`src/rtl/fbpm_pkg.sv`:
```
// ----------------------------------------------------------------------------
// fbpm_pkg
// Shared types and constants of the frame buffer pool manager.
// ----------------------------------------------------------------------------
`default_nettype none

package fbpm_pkg;

   localparam int NumFramesDefault  = 8;
   localparam int NumHandlesDefault = 16;
   localparam int MaxLocksDefault   = 255;

   typedef enum logic [2:0] {
      CMD_ACQUIRE          = 3'd0,
      CMD_ACQUIRE_RENDERED = 3'd1,
      CMD_RELEASE          = 3'd2,
      CMD_MARK_RENDERED    = 3'd3,
      CMD_QUERY            = 3'd4
   } command_type;

   typedef enum logic [1:0] {
      STATUS_OK           = 2'd0,
      STATUS_NONE         = 2'd1,
      STATUS_NOT_RENDERED = 2'd2,
      STATUS_MISUSE       = 2'd3
   } status_type;

   typedef enum logic [1:0] {
      FRAME_FREE     = 2'd0,
      FRAME_LOCKED   = 2'd1,
      FRAME_RENDERED = 2'd2,
      FRAME_FREEABLE = 2'd3
   } frame_state_type;

endpackage

`default_nettype wire

```
`src/rtl/frame_buffer_pool_manager_core.sv`:
```
// ----------------------------------------------------------------------------
// frame_buffer_pool_manager_core
// Reference-counted pool of frame buffers shared by picture handles.
// ----------------------------------------------------------------------------
// The request channel (req_valid, req_ready, req_command, req_handle_id)
// takes one command transaction at a time. Each command returns exactly one
// response transaction on the rsp_ channel with a status, the handle's frame
// binding, the frame state, the lock count and any reclaimed handle.
// A small sequencer reads the handle tables, then the frame tables, then the
// owner of the oldest freeable frame, and then applies the command. When a
// frame is reclaimed from another handle, a further state unbinds that
// handle. Taking a frame off the freeable list compacts that list one entry
// per cycle before the response is loaded. A handle out of range skips the
// table reads and goes straight to the response with a misuse status.
// The block is not ready for a new request until the response of the
// current one has been loaded into the output register.
// Synchronous reset frees all frames, fills the free queue in frame order,
// empties the freeable list and unbinds every handle. When the receiver
// stalls, the response register holds its transaction and the sequencer
// waits before loading the next response.
// ----------------------------------------------------------------------------
`default_nettype none

module frame_buffer_pool_manager_core #(
   parameter int POOL_FRAMES = fbpm_pkg::NumFramesDefault,
   parameter int NUM_HANDLES = fbpm_pkg::NumHandlesDefault,
   parameter int MAX_LOCKS   = fbpm_pkg::MaxLocksDefault
) (
   input  wire logic       clock,
   input  wire logic       reset,
   input  wire logic       req_valid,
   output logic            req_ready,
   input  wire logic [2:0] req_command,
   input  wire logic [3:0] req_handle_id,
   output logic            rsp_valid,
   input  wire logic       rsp_ready,
   output logic [1:0]      rsp_status,
   output logic [2:0]      rsp_frame_id,
   output logic            rsp_has_frame,
   output logic [1:0]      rsp_frame_state,
   output logic [7:0]      rsp_lock_count,
   output logic            rsp_evicted_valid,
   output logic [3:0]      rsp_evicted_handle
);

   localparam int FW = (POOL_FRAMES > 1) ? $clog2(POOL_FRAMES) : 1;
   localparam int HW = (NUM_HANDLES > 1) ? $clog2(NUM_HANDLES) : 1;
   localparam int CW = $clog2(POOL_FRAMES + 1);
   localparam int LW = $clog2(MAX_LOCKS + 1);

   typedef enum logic [2:0] {
      S_IDLE, S_READ_HANDLE, S_READ_FRAME, S_READ_OWNER,
      S_EXEC, S_EVICT, S_DROP, S_OUT
   } seq_state_type;

   seq_state_type   state_ff;
   logic [2:0]      cmd_ff;
   logic [HW-1:0]   h_ff;
   logic            b_ff;
   logic [FW-1:0]   f_ff;
   logic [LW-1:0]   l_ff;
   fbpm_pkg::frame_state_type st_ff;
   logic [FW-1:0]   nf_free_ff;
   logic [FW-1:0]   old_fr_ff;
   logic [HW-1:0]   old_own_ff;
   logic [FW-1:0]   drop_f_ff;
   logic [CW-1:0]   di_ff;
   logic [CW-1:0]   dj_ff;

   fbpm_pkg::frame_state_type frame_status_ff [POOL_FRAMES];
   logic [HW-1:0]   frame_owner_ff [POOL_FRAMES];
   logic [FW-1:0]   free_queue_ff [POOL_FRAMES];
   logic [FW-1:0]   freeable_list_ff [POOL_FRAMES];
   logic            handle_bound_ff [NUM_HANDLES];
   logic [FW-1:0]   handle_frame_ff [NUM_HANDLES];
   logic [LW-1:0]   handle_locks_ff [NUM_HANDLES];
   logic [FW-1:0]   free_head_ff;
   logic [CW-1:0]   free_count_ff;
   logic [CW-1:0]   freeable_count_ff;

   logic [1:0]      res_status_ff;
   logic [2:0]      res_frame_id_ff;
   logic            res_has_frame_ff;
   logic [1:0]      res_frame_state_ff;
   logic [7:0]      res_lock_count_ff;
   logic            res_ev_valid_ff;
   logic [3:0]      res_ev_handle_ff;

   logic            rsp_valid_ff;
   logic [1:0]      rsp_status_ff;
   logic [2:0]      rsp_frame_id_ff;
   logic            rsp_has_frame_ff;
   logic [1:0]      rsp_frame_state_ff;
   logic [7:0]      rsp_lock_count_ff;
   logic            rsp_ev_valid_ff;
   logic [3:0]      rsp_ev_handle_ff;

   // Decisions of the execute cycle.
   fbpm_pkg::status_type      ex_status;
   logic                      ex_b;
   logic [FW-1:0]             ex_f;
   fbpm_pkg::frame_state_type ex_st;
   logic [LW-1:0]             ex_l;
   logic                      ex_fs_we;
   logic [FW-1:0]             ex_fs_idx;
   fbpm_pkg::frame_state_type ex_fs_val;
   logic                      ex_bind;
   logic                      ex_pop_free;
   logic                      ex_push_free;
   logic                      ex_push_freeable;
   logic                      ex_drop;
   logic                      ex_evict;
   fbpm_pkg::frame_state_type st_eff;
   logic [FW:0]               tail_sum;
   logic [FW-1:0]             tail_idx;
   logic [FW-1:0]             head_next;
   logic                      h_in_range;
   logic                      out_free;

   assign h_in_range = 32'(req_handle_id) < NUM_HANDLES;
   assign out_free   = !rsp_valid_ff || rsp_ready;
   assign st_eff     = b_ff ? st_ff : fbpm_pkg::FRAME_FREE;
   assign tail_sum   = (FW + 1)'(free_head_ff) + (FW + 1)'(free_count_ff);
   assign tail_idx   = (32'(tail_sum) >= POOL_FRAMES) ?
                       FW'(32'(tail_sum) - POOL_FRAMES) : tail_sum[FW-1:0];
   assign head_next  = (32'(free_head_ff) == POOL_FRAMES - 1) ?
                       '0 : FW'(32'(free_head_ff) + 1);

   always_comb begin
      ex_status        = fbpm_pkg::STATUS_OK;
      ex_b             = b_ff;
      ex_f             = f_ff;
      ex_st            = st_eff;
      ex_l             = l_ff;
      ex_fs_we         = 1'b0;
      ex_fs_idx        = f_ff;
      ex_fs_val        = st_eff;
      ex_bind          = 1'b0;
      ex_pop_free      = 1'b0;
      ex_push_free     = 1'b0;
      ex_push_freeable = 1'b0;
      ex_drop          = 1'b0;
      ex_evict         = 1'b0;
      case (cmd_ff)
         fbpm_pkg::CMD_ACQUIRE, fbpm_pkg::CMD_ACQUIRE_RENDERED: begin
            if (!b_ff) begin
               if (cmd_ff == fbpm_pkg::CMD_ACQUIRE_RENDERED) begin
                  ex_status = fbpm_pkg::STATUS_NOT_RENDERED;
               end else if (free_count_ff != '0) begin
                  ex_bind     = 1'b1;
                  ex_pop_free = 1'b1;
                  ex_fs_idx   = nf_free_ff;
               end else if (freeable_count_ff != '0) begin
                  ex_bind   = 1'b1;
                  ex_drop   = 1'b1;
                  ex_evict  = 1'b1;
                  ex_fs_idx = old_fr_ff;
               end else begin
                  ex_status = fbpm_pkg::STATUS_NONE;
               end
               if (ex_bind) begin
                  ex_fs_we  = 1'b1;
                  ex_fs_val = fbpm_pkg::FRAME_LOCKED;
                  ex_b      = 1'b1;
                  ex_f      = ex_fs_idx;
                  ex_st     = fbpm_pkg::FRAME_LOCKED;
                  ex_l      = LW'(1);
               end
            end else if (l_ff == '0) begin
               if (st_eff == fbpm_pkg::FRAME_FREEABLE) begin
                  ex_drop   = 1'b1;
                  ex_fs_we  = 1'b1;
                  ex_fs_val = fbpm_pkg::FRAME_RENDERED;
                  ex_st     = fbpm_pkg::FRAME_RENDERED;
                  ex_l      = LW'(1);
               end else begin
                  ex_status = fbpm_pkg::STATUS_MISUSE;
               end
            end else if (cmd_ff == fbpm_pkg::CMD_ACQUIRE_RENDERED &&
                         st_eff != fbpm_pkg::FRAME_RENDERED) begin
               ex_status = fbpm_pkg::STATUS_NOT_RENDERED;
            end else if (32'(l_ff) >= MAX_LOCKS) begin
               ex_status = fbpm_pkg::STATUS_MISUSE;
            end else begin
               ex_l = LW'(32'(l_ff) + 1);
            end
         end
         fbpm_pkg::CMD_RELEASE: begin
            if (!b_ff || l_ff == '0) begin
               ex_status = fbpm_pkg::STATUS_MISUSE;
            end else if (32'(l_ff) > 1) begin
               ex_l = LW'(32'(l_ff) - 1);
            end else if (st_eff == fbpm_pkg::FRAME_RENDERED) begin
               ex_l             = '0;
               ex_fs_we         = 1'b1;
               ex_fs_val        = fbpm_pkg::FRAME_FREEABLE;
               ex_st            = fbpm_pkg::FRAME_FREEABLE;
               ex_push_freeable = 1'b1;
            end else if (st_eff == fbpm_pkg::FRAME_LOCKED) begin
               ex_l         = '0;
               ex_fs_we     = 1'b1;
               ex_fs_val    = fbpm_pkg::FRAME_FREE;
               ex_b         = 1'b0;
               ex_push_free = 1'b1;
            end else begin
               ex_status = fbpm_pkg::STATUS_MISUSE;
            end
         end
         fbpm_pkg::CMD_MARK_RENDERED: begin
            if (b_ff && st_eff == fbpm_pkg::FRAME_LOCKED) begin
               ex_fs_we  = 1'b1;
               ex_fs_val = fbpm_pkg::FRAME_RENDERED;
               ex_st     = fbpm_pkg::FRAME_RENDERED;
            end else begin
               ex_status = fbpm_pkg::STATUS_MISUSE;
            end
         end
         fbpm_pkg::CMD_QUERY: begin
            if (!(b_ff && st_eff == fbpm_pkg::FRAME_RENDERED)) begin
               ex_status = fbpm_pkg::STATUS_NOT_RENDERED;
            end
         end
         default: begin
            ex_status = fbpm_pkg::STATUS_MISUSE;
         end
      endcase
   end

   always_ff @(posedge clock) begin
      if (reset) begin
         state_ff          <= S_IDLE;
         rsp_valid_ff      <= 1'b0;
         free_head_ff      <= '0;
         free_count_ff     <= CW'(POOL_FRAMES);
         freeable_count_ff <= '0;
         for (int i = 0; i < POOL_FRAMES; i++) begin
            frame_status_ff[i] <= fbpm_pkg::FRAME_FREE;
            free_queue_ff[i]   <= FW'(i);
         end
         for (int i = 0; i < NUM_HANDLES; i++) begin
            handle_bound_ff[i] <= 1'b0;
            handle_locks_ff[i] <= '0;
         end
      end else begin
         if (rsp_valid_ff && rsp_ready && state_ff != S_OUT) begin
            rsp_valid_ff <= 1'b0;
         end
         case (state_ff)
            S_IDLE: begin
               if (req_valid) begin
                  cmd_ff <= req_command;
                  h_ff   <= HW'(req_handle_id);
                  if (h_in_range) begin
                     state_ff <= S_READ_HANDLE;
                  end else begin
                     res_status_ff      <= fbpm_pkg::STATUS_MISUSE;
                     res_frame_id_ff    <= '0;
                     res_has_frame_ff   <= 1'b0;
                     res_frame_state_ff <= '0;
                     res_lock_count_ff  <= '0;
                     res_ev_valid_ff    <= 1'b0;
                     res_ev_handle_ff   <= '0;
                     state_ff           <= S_OUT;
                  end
               end
            end
            S_READ_HANDLE: begin
               b_ff     <= handle_bound_ff[h_ff];
               f_ff     <= handle_frame_ff[h_ff];
               l_ff     <= handle_locks_ff[h_ff];
               state_ff <= S_READ_FRAME;
            end
            S_READ_FRAME: begin
               st_ff      <= frame_status_ff[f_ff];
               nf_free_ff <= free_queue_ff[free_head_ff];
               old_fr_ff  <= freeable_list_ff[0];
               state_ff   <= S_READ_OWNER;
            end
            S_READ_OWNER: begin
               old_own_ff <= frame_owner_ff[old_fr_ff];
               state_ff   <= S_EXEC;
            end
            S_EXEC: begin
               if (ex_fs_we) begin
                  frame_status_ff[ex_fs_idx] <= ex_fs_val;
               end
               handle_bound_ff[h_ff] <= ex_b;
               handle_locks_ff[h_ff] <= ex_l;
               if (ex_bind) begin
                  frame_owner_ff[ex_fs_idx] <= h_ff;
                  handle_frame_ff[h_ff]     <= ex_fs_idx;
               end
               if (ex_pop_free) begin
                  free_head_ff  <= head_next;
                  free_count_ff <= free_count_ff - 1'b1;
               end
               if (ex_push_free && 32'(free_count_ff) < POOL_FRAMES) begin
                  free_queue_ff[tail_idx] <= f_ff;
                  free_count_ff           <= free_count_ff + 1'b1;
               end
               if (ex_push_freeable && 32'(freeable_count_ff) < POOL_FRAMES) begin
                  freeable_list_ff[freeable_count_ff[FW-1:0]] <= f_ff;
                  freeable_count_ff <= freeable_count_ff + 1'b1;
               end
               drop_f_ff          <= ex_fs_idx;
               di_ff              <= '0;
               dj_ff              <= '0;
               res_status_ff      <= ex_status;
               res_frame_id_ff    <= ex_b ? 3'(ex_f) : 3'd0;
               res_has_frame_ff   <= ex_b;
               res_frame_state_ff <= ex_b ? ex_st : fbpm_pkg::FRAME_FREE;
               res_lock_count_ff  <= 8'(ex_l);
               res_ev_valid_ff    <= ex_evict;
               res_ev_handle_ff   <= ex_evict ? 4'(old_own_ff) : 4'd0;
               if (ex_evict) begin
                  state_ff <= S_EVICT;
               end else if (ex_drop) begin
                  state_ff <= S_DROP;
               end else begin
                  state_ff <= S_OUT;
               end
            end
            S_EVICT: begin
               handle_bound_ff[old_own_ff] <= 1'b0;
               handle_locks_ff[old_own_ff] <= '0;
               state_ff                    <= S_DROP;
            end
            S_DROP: begin
               if (di_ff < freeable_count_ff) begin
                  if (freeable_list_ff[di_ff[FW-1:0]] != drop_f_ff) begin
                     freeable_list_ff[dj_ff[FW-1:0]] <= freeable_list_ff[di_ff[FW-1:0]];
                     dj_ff <= dj_ff + 1'b1;
                  end
                  di_ff <= di_ff + 1'b1;
               end else begin
                  freeable_count_ff <= dj_ff;
                  state_ff          <= S_OUT;
               end
            end
            S_OUT: begin
               if (out_free) begin
                  rsp_valid_ff       <= 1'b1;
                  rsp_status_ff      <= res_status_ff;
                  rsp_frame_id_ff    <= res_frame_id_ff;
                  rsp_has_frame_ff   <= res_has_frame_ff;
                  rsp_frame_state_ff <= res_frame_state_ff;
                  rsp_lock_count_ff  <= res_lock_count_ff;
                  rsp_ev_valid_ff    <= res_ev_valid_ff;
                  rsp_ev_handle_ff   <= res_ev_handle_ff;
                  state_ff           <= S_IDLE;
               end
            end
            default: begin
               state_ff <= S_IDLE;
            end
         endcase
      end
   end

   assign req_ready          = (state_ff == S_IDLE);
   assign rsp_valid          = rsp_valid_ff;
   assign rsp_status         = rsp_status_ff;
   assign rsp_frame_id       = rsp_frame_id_ff;
   assign rsp_has_frame      = rsp_has_frame_ff;
   assign rsp_frame_state    = rsp_frame_state_ff;
   assign rsp_lock_count     = rsp_lock_count_ff;
   assign rsp_evicted_valid  = rsp_ev_valid_ff;
   assign rsp_evicted_handle = rsp_ev_handle_ff;

`ifndef SYNTHESIS
   // Frames are never counted in both the free queue and the freeable list.
   assert property (@(posedge clock) disable iff (reset)
      32'(free_count_ff) + 32'(freeable_count_ff) <= POOL_FRAMES)
      else $error("free and freeable counts exceed the pool size");

   // A reclamation only happens on a successful acquire.
   assert property (@(posedge clock) disable iff (reset)
      rsp_valid_ff && rsp_ev_valid_ff |-> rsp_status_ff == fbpm_pkg::STATUS_OK)
      else $error("reclamation reported with a failing status");

   // A handle without a frame reports neither a frame nor a state.
   assert property (@(posedge clock) disable iff (reset)
      rsp_valid_ff && !rsp_has_frame_ff |->
         rsp_frame_id_ff == 3'd0 && rsp_frame_state_ff == fbpm_pkg::FRAME_FREE)
      else $error("unbound handle reports frame data");

   // Reclamation only happens when the free queue is empty.
   assert property (@(posedge clock) disable iff (reset)
      state_ff == S_EXEC && ex_evict |-> free_count_ff == '0)
      else $error("reclaimed a frame while free frames remain");
`endif

endmodule

`default_nettype wire

```
`config.mk`:
```
export PLATFORM = sky130hd
export DESIGN_NAME = frame_buffer_pool_manager_core
export DESIGN_NICKNAME = d
export VERILOG_FILES = /design/src/rtl/fbpm_pkg.sv /design/src/rtl/frame_buffer_pool_manager_core.sv
export SDC_FILE = /design/constraint.sdc
export NUM_CORES = 1
export LEC_CHECK = 0
export ABC_AREA = 0
export BUFFER_PORTS_ARGS = -buffer_cell sky130_fd_sc_hd__buf_2
export CORE_ASPECT_RATIO = 1.75
export CORE_MARGIN = 4
export CORE_UTILIZATION = 46
export CTS_CLUSTER_SIZE = 40
export DETAILED_ROUTE_END_ITERATION = 16
export SLEW_MARGIN = 10
export SYNTH_ARGS = -nofsm -noshare
export SYNTH_HDL_FRONTEND = slang
export SYNTH_SLANG_ARGS = --single-unit
```
`constraint.sdc`:
```
create_clock -name clock -period 5.4 [get_ports clock]
set_input_delay 1.35 -clock clock [delete_from_list [all_inputs] [get_ports clock]]
set_output_delay 1.35 -clock clock [all_outputs]
set_load 0.1 [all_outputs]
```
==> results.sh, run 1 <==
export IMPL_status="complete, no violations"
export IMPL_yosys_top_cells_area="edfxtp_1 63%, mux4_2 11%, nor2_1 5.0%, dfxtp_1 2.0%, nand2_1 1.8%"
export IMPL_async_flop_share_pct=0
export IMPL_rsz0062_at_grt="no"
export IMPL_synth_fa_ha_area_share_pct=1.70
export IMPL_r2r_start="b_ff"
export IMPL_place_gp_congestion=0.931
export IMPL_p_per_area_nw_per_um2=324
export IMPL_ant_nets=0
export IMPL_netlist_instances=1264
export IMPL_yosys_warnings=0
export IMPL_min_from="res_frame_id_ff[0]"
export IMPL_synth_area_leader_cell="edfxtp_1"
export IMPL_cts_resized=0
export IMPL_synth_edf_count=372
export IMPL_grt_overflow=0
export IMPL_die_y_um=269
export IMPL_required_ns=5.64
export IMPL_root_buffer="clkbuf_16"
export IMPL_rr_worst_depth=8
export IMPL_htree_num_levels=2
export IMPL_fmax_mhz=259
export IMPL_num_rows=95
export IMPL_multi_input_area_um2=5820
export IMPL_post_cts_setup_buffer_count=0
export IMPL_place_ws_ns=1.48
export IMPL_worstHoldPathCells=0
export IMPL_synth_top_area_share_pct=62.5
export IMPL_ys_flop_type="edfxtp_1"
export IMPL_worstHoldEndpoint="rsp_frame_id[0]"
export IMPL_slew_headroom_pct=22.1
export IMPL_clock_sinks=390
export IMPL_ys_ff_latch=390
export IMPL_hpwl_um=32500
export IMPL_hold_viol=0
export IMPL_synth_compound_area_share_pct=6.31
export IMPL_grt_max_degree=61
export IMPL_setup_viol=0
export IMPL_initial_core_util_pct=46.5
export IMPL_drtPass1Iterations=7
export IMPL_regArea_um2=11500
export IMPL_numCtsBuffers=37
export IMPL_grt_pass1_wl_um=66800
export IMPL_synth_top_family_by_area="simple AND/OR/NAND/NOR gates"
export IMPL_seq_area_frac_synth_pct=64.6
export IMPL_critical_path_slowest_cell="edfxtp_1"
export IMPL_post_route_min_period_ns=3.87
export IMPL_drive_above_1_share_pct=17.6
export IMPL_fin_nets=1314
export IMPL_cts_tree="built"
export IMPL_netlist_area_um2=17900
export IMPL_muxShareOfSynthArea_pct=11.5
export IMPL_synth_simple_area_share_pct=12.4
export IMPL_grt_pass1_vias=11200
export IMPL_hold_path_class="reg -> reg"
export IMPL_yosysMostFrequentCell="edfxtp_1"
export IMPL_arrival_ns=4.11
export IMPL_antenna_found_initial=0
export IMPL_fin_crit_sh_pct=71.6
export IMPL_crit_chain="and2_1 -> inv_1 -> ha_1 -> or4b_1 -> a41o_2 -> o211a_1 -> a221oi_4 -> nor2_1"
export IMPL_ir_drop_mv=0.182
export IMPL_worstMarginPinSlew_ns=1.16
export IMPL_fin_skew_ns=0.0192
export IMPL_wirelength_um=43800
export IMPL_io_pins=34
export IMPL_fin_tns_setup_ns=0
export IMPL_fin_ws_ns=1.53
export IMPL_path_max_fanout=25
export IMPL_core_um2=38400
export IMPL_synthXorXnorAreaFrac_pct=0.539
export IMPL_grt_use_total_pct=21.1
export IMPL_path_class="reg -> reg"
export IMPL_dr_first_iter_drc_count=764
export IMPL_die_area_um2=42200
export IMPL_drc_errors=0
export IMPL_finalMaxSlewViolations=0
export IMPL_synth_avg_cell_area_um2=14.1
export IMPL_synth_nets=1298
export IMPL_ff2ff_setup_slack_ns=1.53
export IMPL_cts_buffer_depth=3
export IMPL_num_fill_cells=3248
export IMPL_regToRegEndpoint="handle_locks_ff[3][6]"
export IMPL_cp_end_kind="flip-flop"
export IMPL_maxCapViolCount=0
export IMPL_crit_path_start="b_ff"
export IMPL_area_growth_pct=9.70
export IMPL_synth_cell_type_count=89
export IMPL_clock_latency_ns=0.54
export IMPL_die_w_um=157
export IMPL_slowest_delay_ns=0.88
export IMPL_yosys_top_cells_count="372 x edfxtp_1, 237 x nor2_1, 84 x mux4_2, 84 x nand2_1, 43 x clkbuf_1"
export IMPL_num_vias=10600
export IMPL_wl_per_cell_um=24.4
export IMPL_viasPerCell=5.90
export IMPL_n_antenna_cell=0
export IMPL_port_buffers=33
export IMPL_start_kind="flip-flop"
export IMPL_cts_clk_slew_worst_paths_ns=0.06
export IMPL_cts_hold_buf=0
export IMPL_leakage_nw=6.73
[routing by layer]
layer  vias up  global-route usage, %  wire length, um
met5         -                      0                0
met4         0                   11.7             2790
met3       130                   2.68             1560
met2       340                   42.1            25500
met1      5275                   20.4            13900
li1       4819                      -                -
[cell usage in the layout, fill, tap and decap left out, types with 20 or more instances in the layout]
cell	n
a21oi_1	20
buf_2	33
buf_4	22
clkbuf_16	37
edfxtp_1	372
ha_1	21
inv_1	38
mux4_2	84
nand2_1	84
nand3_1	27
nor2_1	237
nor3_1	29
o21ai_0	26
[final cells by class]
class,instances,area share (%)
multi-input cells,758,29.7
well taps,485,3.10
repair buffers,55,1.69
clock inverters,15,0.875
flip-flops and latches,390,58.9
inverters,38,0.728
clock buffers,51,5.05
[worst max-delay path: cells and delay by family, from the launching register on]
kind	cells	cell delay, ns
fa+ha+maj	1	0.24
compound gates	3	1.23
buf+inv	1	0.09
flops	1	0.88
simple gates	3	1.13
[worst max path at each step]
stage	to	slack, ns
floorplan	freeable_list_ff[1][0]	1.26
global placement	handle_frame_ff[0][2]	1.54
detailed placement	handle_frame_ff[2][0]	1.48
CTS	handle_locks_ff[3][6]	1.53
global route	handle_locks_ff[11][0]	1.28
finish	handle_locks_ff[3][6]	1.53
[cells by family after synthesis]
kind of cell,Yosys count
AOI/OAI and AO/OA,148
xor gates and xnor gates,11
adders and majority gates,23
buffers and inverters,116
DFF,390
muxes,100
and+or+nand+nor,476
[metrics by stage]
step	hold WS, ns	area, um2	util, %	power [mW]	std cells
final	0.419	19600	51.0	6.34	1792
after global routing	0.425	19600	51.0	6.55	1792
after CTS	0.419	19600	51.0	6.40	1792
after detailed placement	0.405	18400	48.0	3.87	1726
after global placement	0.402	18400	48.0	3.87	1726
after floorplan	0.400	17900	-	3.73	1264
[report_power, final]
group | switching (mW) | internal, mW | total (mW)
registers | 0.0525 | 3.37 | 3.42
logic | 0.252 | 0.130 | 0.381
clock network | 1.10 | 1.44 | 2.54
total | 1.41 | 4.93 | 6.34
[state kept, by name (all words and copies together) (netlist names), 8 cells and up, named ones only]
register,cells
frame_owner_ff,32
frame_status_ff,16
free_queue_ff,24
freeable_list_ff,24
handle_bound_ff,16
handle_frame_ff,48
handle_locks_ff,128
l_ff,8
res_lock_count_ff,8
rsp_lock_count,8
No activity file was read; power rests on OpenSTA's default activity.
==> inputs of run 2 (changes only) <==
--- a/config.mk
+++ b/config.mk
@@ -5,7 +5,7 @@
 export SDC_FILE = /design/constraint.sdc
 export NUM_CORES = 1
 export LEC_CHECK = 0
-export ABC_AREA = 0
+export ABC_AREA = 1
 export BUFFER_PORTS_ARGS = -buffer_cell sky130_fd_sc_hd__buf_2
 export CORE_ASPECT_RATIO = 1.75
 export CORE_MARGIN = 4
==> constraint.sdc (replaced) <==
create_clock -name clock -period 3.15 [get_ports clock]
set_input_delay 0.7875 -clock clock [delete_from_list [all_inputs] [get_ports clock]]
set_output_delay 0.7875 -clock clock [all_outputs]
set_load 0.1 [all_outputs]
==> run 2 against run 1 <==
  * Largest cell class unchanged
  * Global-route usage shrank 0.41 points
  * Critical path type unchanged
  * Register-to-register slack worse by 1.3 ns
  * First-iteration DRC count up 9.7%
  * Critical endpoint is now frame_owner_ff[1][2]
  * Power increased by 74%
==> results.sh, run 2 <==
export IMPL_status="complete, no violations"
export IMPL_power_mw=11.1
export IMPL_wl_per_cell_um=19.9
export IMPL_yosys_top_cells_count="372 x edfxtp_1, 333 x nor2_1, 230 x nand2_1"
export IMPL_initial_core_util_pct=46.6
export IMPL_ant_nets=0
export IMPL_clock_latency_ns=0.54
export IMPL_critical_path_slowest_cell="dfxtp_1"
export IMPL_rsz0062_at_grt="no"
export IMPL_setup_viol=0
export IMPL_arrival_ns=3.09
export IMPL_synth_top_area_share_pct=62.2
export IMPL_wl_met1_um=15500
export IMPL_async_flop_share_pct=0
export IMPL_synth_compound_area_share_pct=9.82
export IMPL_place_area_um2=18800
export IMPL_ys_flop_type="edfxtp_1"
export IMPL_muxShareOfSynthArea_pct=0
export IMPL_hpwl_um=33000
export IMPL_wl_met2_um=25400
export IMPL_place_gp_congestion=0.949
export IMPL_grt_use_total_pct=20.7
export IMPL_final_common_cell="edfxtp_1"
export IMPL_wirelength_um=44500
export IMPL_num_vias=12200
export IMPL_num_fill_cells=3455
export IMPL_synth_fa_ha_area_share_pct=1.69
export IMPL_fin_ws_ns=0.249
export IMPL_drive_above_1_share_pct=14.4
export IMPL_fin_skew_ns=0.0169
export IMPL_p_per_area_nw_per_um2=553
export IMPL_dr_first_iter_drc_count=838
export IMPL_final_cell_mix="372 x edfxtp_1, 328 x nor2_1, 230 x nand2_1"
export IMPL_fmax_mhz=345
export IMPL_grt_pass1_wl_um=67700
export IMPL_fin_nets=1758
export IMPL_cts_tree="built"
export IMPL_post_cts_setup_buffer_count=0
export IMPL_die_y_um=269
export IMPL_finalMaxSlewViolations=0
export IMPL_min_from="res_ev_valid_ff"
export IMPL_cp_common_cell="nand2_1"
export IMPL_regArea_um2=11500
export IMPL_maxCapViolCount=0
export IMPL_ir_drop_mv=0.308
export IMPL_r2r_start="freeable_count_ff[0]"
export IMPL_ys_ff_latch=390
export IMPL_path_class="reg -> reg"
export IMPL_synth_nets=1698
export IMPL_synth_edf_count=372
export IMPL_seq_area_frac_synth_pct=64.2
export IMPL_synth_top_family_by_area="simple AND/OR/NAND/NOR gates"
export IMPL_post_route_min_period_ns=2.90
export IMPL_place_ws_ns=0.200
export IMPL_yosys_top_cells_area="edfxtp_1 62%, nor2_1 7.0%, nand2_1 4.8%, a22oi_1 4.0%, inv_1 2.4%"
export IMPL_numCtsBuffers=37
export IMPL_top_layer="met4"
export IMPL_cts_hold_buf=0
export IMPL_reg_top3="handle_locks_ff x128, handle_frame_ff x48, frame_owner_ff x32"
export IMPL_cts_buffer_depth=3
export IMPL_hold_path_class="reg -> reg"
export IMPL_area_growth_pct=11.3
export IMPL_drtPass1Iterations=5
export IMPL_netlist_area_um2=17900
export IMPL_required_ns=3.34
export IMPL_clock_sinks=390
export IMPL_slowest_delay_ns=0.36
export IMPL_path_max_fanout=6
export IMPL_crit_chain="inv_1 -> ha_1 -> nand3_1 -> nor2_4 -> inv_1 -> nand2_1 -> nand2_1 -> nand3_1 -> o21ai_1 -> nor2_1 -> nand2_1 -> nor2_1"
export IMPL_netlist_instances=1664
export IMPL_synthXorXnorAreaFrac_pct=0.488
export IMPL_final_area_um2=20000
export IMPL_multi_input_area_um2=5630
export IMPL_regMostFlops="handle_locks_ff"
export IMPL_n_antenna_cell=0
export IMPL_fin_crit_sh_pct=92.1
export IMPL_fin_tns_setup_ns=0
export IMPL_yosysMostFrequentCell="edfxtp_1"
export IMPL_crit_path_start="freeable_count_ff[0]"
export IMPL_htree_num_levels=2
export IMPL_synth_cell_type_count=46
export IMPL_start_kind="flip-flop"
export IMPL_grt_max_degree=33
export IMPL_grt_overflow=0
export IMPL_drc_errors=0
export IMPL_root_buffer="clkbuf_16"
export IMPL_yosys_warnings=0
export IMPL_synth_avg_cell_area_um2=10.8
export IMPL_largest_register_ffs=128
export IMPL_leakage_nw=7.39
export IMPL_num_rows=95
export IMPL_core_um2=38500
export IMPL_grt_pass1_vias=12400
export IMPL_port_buffers=33
export IMPL_antenna_found_initial=0
export IMPL_synth_area_leader_cell="edfxtp_1"
export IMPL_cp_end_kind="flip-flop"
export IMPL_die_w_um=157
export IMPL_worstMarginPinSlew_ns=1.08
export IMPL_die_area_um2=42400
export IMPL_io_pins=34
export IMPL_viasPerCell=5.46
export IMPL_cts_clk_slew_worst_paths_ns=0.06
export IMPL_met3WireLength_um=1250
export IMPL_synth_simple_area_share_pct=19.1
export IMPL_hold_viol=0
export IMPL_cts_resized=0
export IMPL_slew_headroom_pct=27.8
## run 2: final cells by class
cell class / instances / share of cell area (%)
clock buffer: 55 / 5.24
clock inverter: 12 / 0.501
inverter: 134 / 2.52
multi-input combinational: 1078 / 28.2
sequential: 390 / 57.7
tap: 485 / 3.04
timing repair buffer: 83 / 2.77
## run 2: final timing paths
check | endpoint | slack (ns) | depth (start not counted)
max | frame_owner_ff[1][2] | 0.25 | 12
min | rsp_evicted_valid | 0.42 | 0
max reg2reg | frame_owner_ff[1][2] | 0.25 | 12
min reg2reg | rsp_evicted_valid | 0.42 | 0
## run 2: per-layer routing
metal,up-vias,global-route usage [%]
met4,0,10.1
met1,5890,20.3
met5,-,0
met3,122,2.39
met2,278,41.3
li1,5921,-
## run 2: cells by family (layout without fill, tap and decap cells)
kind of cell / count (synthesis) / after routing
xor gates and xnor gates: 10 / 10
buffers and inverters: 196 / 284
AOI/OAI and AO/OA: 286 / 286
and+or+nand+nor: 759 / 759
adders and majority gates: 23 / 23
DFF: 390 / 390
## run 2: where the power goes
part	total, mW	internal, mW	switching, mW
Clock	4.27	2.40	1.87
Sequential	5.89	5.80	0.0849
Combinational	0.887	0.225	0.662
Total	11.0	8.43	2.62
## run 2: metrics by stage
step	util [%]	std cells	hold slack, ns
floorplan	-	1664	0.400
global placement	48.9	2170	0.403
detailed placement	48.9	2170	0.405
CTS	51.8	2237	0.401
global route	51.9	2237	0.415
finish	51.9	2237	0.418
## run 2: worst max-delay path, delay by kind of cell (launching register included)
family                   cells  cell delay (ns)
AO/OA/AOI/OAI                1             0.25
adder cells (fa/ha/maj)      1             0.18
buffers and inverters        2             0.20
flip-flops                   1             0.36
AND/OR/NAND/NOR              8             1.58
==> inputs of run 3 (changes only) <==
--- a/config.mk
+++ b/config.mk
@@ -10,6 +10,7 @@
 export CORE_ASPECT_RATIO = 1.75
 export CORE_MARGIN = 4
 export CORE_UTILIZATION = 46
+export CTS_BUF_LIST = sky130_fd_sc_hd__clkbuf_8
 export CTS_CLUSTER_SIZE = 40
 export DETAILED_ROUTE_END_ITERATION = 16
 export SLEW_MARGIN = 10
==> run 3 against run 2 <==
  * Cell count is 1.6% higher
  * Power is 0.24% lower
  * Sequential cell count is the same
  * Final area grew 0.21%
  * Clock skew grew 0.012 ns
  * Setup slack lost 0.064 ns
  * Critical endpoint is now frame_status_ff[1][0]
  * Die area unchanged
  * Clock-buffer cell count grew 3
  * Largest cell class unchanged
  * Combinational power hardly changed
  * Worst hold slack got worse by 0.077 ns
==> results.sh, run 3 (synthesis results as in run 2) <==
export IMPL_status="complete, no violations"
export IMPL_drtPass1Iterations=5
export IMPL_initial_core_util_pct=46.6
export IMPL_wl_per_cell_um=19.6
export IMPL_die_area_um2=42400
export IMPL_hpwl_um=33000
export IMPL_min_from="req_handle_id[3]"
export IMPL_clock_sinks=390
export IMPL_die_w_um=157
export IMPL_largest_register_ffs=128
export IMPL_utilization_pct=52.0
export IMPL_drc_errors=0
export IMPL_ant_nets=0
export IMPL_cts_tree="built"
export IMPL_ff2ff_setup_slack_ns=0.19
export IMPL_cp_end_kind="flip-flop"
export IMPL_place_ws_ns=0.200
export IMPL_rsz0062_at_grt="yes"
export IMPL_rr_worst_depth=12
export IMPL_required_ns=3.50
export IMPL_reg_top3="handle_locks_ff x128, handle_frame_ff x48, frame_owner_ff x32"
export IMPL_cts_clk_slew_worst_paths_ns=0.07
export IMPL_ir_drop_mv=0.627
export IMPL_pwr_share_clk_pct=38.5
export IMPL_grt_max_degree=33
export IMPL_pwr_share_seq_pct=53.4
export IMPL_path_max_fanout=6
export IMPL_leakage_nw=7.47
export IMPL_viasPerCell=5.42
export IMPL_numCtsBuffers=56
export IMPL_path_class="reg -> reg"
export IMPL_area_growth_pct=11.5
export IMPL_finalMaxSlewViolations=0
export IMPL_worstHoldPathCells=1
export IMPL_grt_pass1_wl_um=68200
export IMPL_start_kind="flip-flop"
export IMPL_place_gp_congestion=0.949
export IMPL_p_per_area_nw_per_um2=551
export IMPL_htree_num_levels=2
export IMPL_port_buffers=33
export IMPL_antenna_found_initial=1
export IMPL_grt_use_total_pct=20.9
export IMPL_p_switching_mw=2.69
export IMPL_final_common_cell="edfxtp_1"
export IMPL_setup_viol=0
export IMPL_fin_crit_sh_pct=94.1
export IMPL_regMostFlops="handle_locks_ff"
export IMPL_cts_buffer_depth=3
export IMPL_drive_above_1_share_pct=15.7
export IMPL_core_um2=38500
export IMPL_num_vias=12300
export IMPL_maxCapViolCount=0
export IMPL_combPwrFrac_pct=8.1
export IMPL_io_pins=34
export IMPL_fin_skew_ns=0.0286
export IMPL_root_buffer="clkbuf_8"
export IMPL_r2r_start="freeable_count_ff[0]"
export IMPL_post_cts_setup_buffer_count=0
export IMPL_post_route_min_period_ns=2.96
export IMPL_grt_overflow=0
export IMPL_fin_nets=1777
export IMPL_wirelength_um=44700
export IMPL_p_sw_share_pct=24.4
export IMPL_hold_path_class="in -> reg"
export IMPL_arrival_ns=3.31
export IMPL_hold_viol=0
export IMPL_num_rows=95
export IMPL_fmax_mhz=337
export IMPL_cts_hold_buf=0
export IMPL_worstHoldEndpoint="h_ff[3]"
export IMPL_die_y_um=269
export IMPL_cts_resized=0
export IMPL_slew_headroom_pct=26.9
export IMPL_clock_latency_ns=0.62
export IMPL_grt_pass1_vias=12500
export IMPL_final_cell_mix="372 x edfxtp_1, 328 x nor2_1, 230 x nand2_1"
export IMPL_p_int_mw=8.33
export IMPL_fin_ws_ns=0.186
export IMPL_worstMarginPinSlew_ns=1.10
export IMPL_dr_first_iter_drc_count=829
export IMPL_regToRegEndpoint="frame_status_ff[1][0]"
run 3: cell types whose count changed in the layout (fill, tap and decap cells not counted):
| cell | change |
|---|---|
| clkinv_2 | +2 |
| clkbuf_16 | -39 |
| clkbuf_8 | +57 |
| clkinvlp_4 | +3 |
| diode_2 | +1 |
| inv_6 | -1 |
| clkbuf_1 | -15 |
| clkinv_1 | +10 |
| bufinv_16 | +6 |
| inv_1 | +12 |
run 3: area by class of cell:
cell class / count / area (um2)
clock buffer: 58 / 798
antenna: 1 / 2.50
clock inverter: 44 / 387
tap: 485 / 607
multi-input combinational: 1078 / 5630
fill: 3490 / 18500
timing repair buffer: 83 / 553
sequential: 390 / 11500
inverter: 134 / 503
run 3: per-layer routing:
layer | up-vias | global-route usage (%) | share of wire [%]
li1 | 5965 | - | -
met1 | 5896 | 20.4 | 34
met2 | 327 | 40.8 | 57
met3 | 125 | 2.66 | 3.3
met4 | 0 | 11.5 | 6.0
met5 | - | 0 | 0
run 3: power groups by stage:
stage	combinational (mW)	sequential (mW)	clock [mW]
floorplan	0.596	5.96	0
global placement	0.879	6.00	0
detailed placement	0.888	6.00	0
CTS	0.890	5.89	4.34
global route	0.963	5.90	4.57
finish	0.888	5.89	4.25
run 3: through the flow:
step | instance area (um2) | TNS, ns | std cells | total power [mW] | hold WS, ns
final | 20000 | 0 | 2273 | 11.0 | 0.341
after global placement | 18800 | 0 | 2170 | 6.88 | 0.403
after CTS | 20000 | 0 | 2272 | 11.1 | 0.287
after detailed placement | 18800 | 0 | 2170 | 6.89 | 0.405
after global routing | 20000 | -0.0107 | 2273 | 11.4 | 0.305
after floorplan | 18000 | 0 | 1664 | 6.56 | 0.400
run 3: worst max-delay path by stage:
stage          slack (ns)                endpoint                  from  depth (start not counted)
2_1_floorplan        0.34  handle_frame_ff[10][0]                 reset                          6
3_3_place_gp         0.19    frame_owner_ff[3][3]  freeable_count_ff[0]                         12
3_5_place_dp         0.20    frame_owner_ff[3][2]  freeable_count_ff[0]                         12
4_1_cts              0.16    frame_owner_ff[3][2]  freeable_count_ff[0]                         11
5_1_grt            -0.006    frame_owner_ff[1][3]  freeable_count_ff[0]                         11
6_report             0.19   frame_status_ff[1][0]  freeable_count_ff[0]                         12
run 3: critical path, cell delays in order, from the launching register on:
cell and delay, ns:
dfxtp_1 0.42, inv_1 0.13, ha_1 0.22, nand3_1 0.21, nor2_4 0.09, inv_1 0.06
nand2_1 0.15, nand2_1 0.10, nand3_1 0.09, o21ai_1 0.66, nor2_1 0.25, nand3_1 0.19
nand2_1 0.11
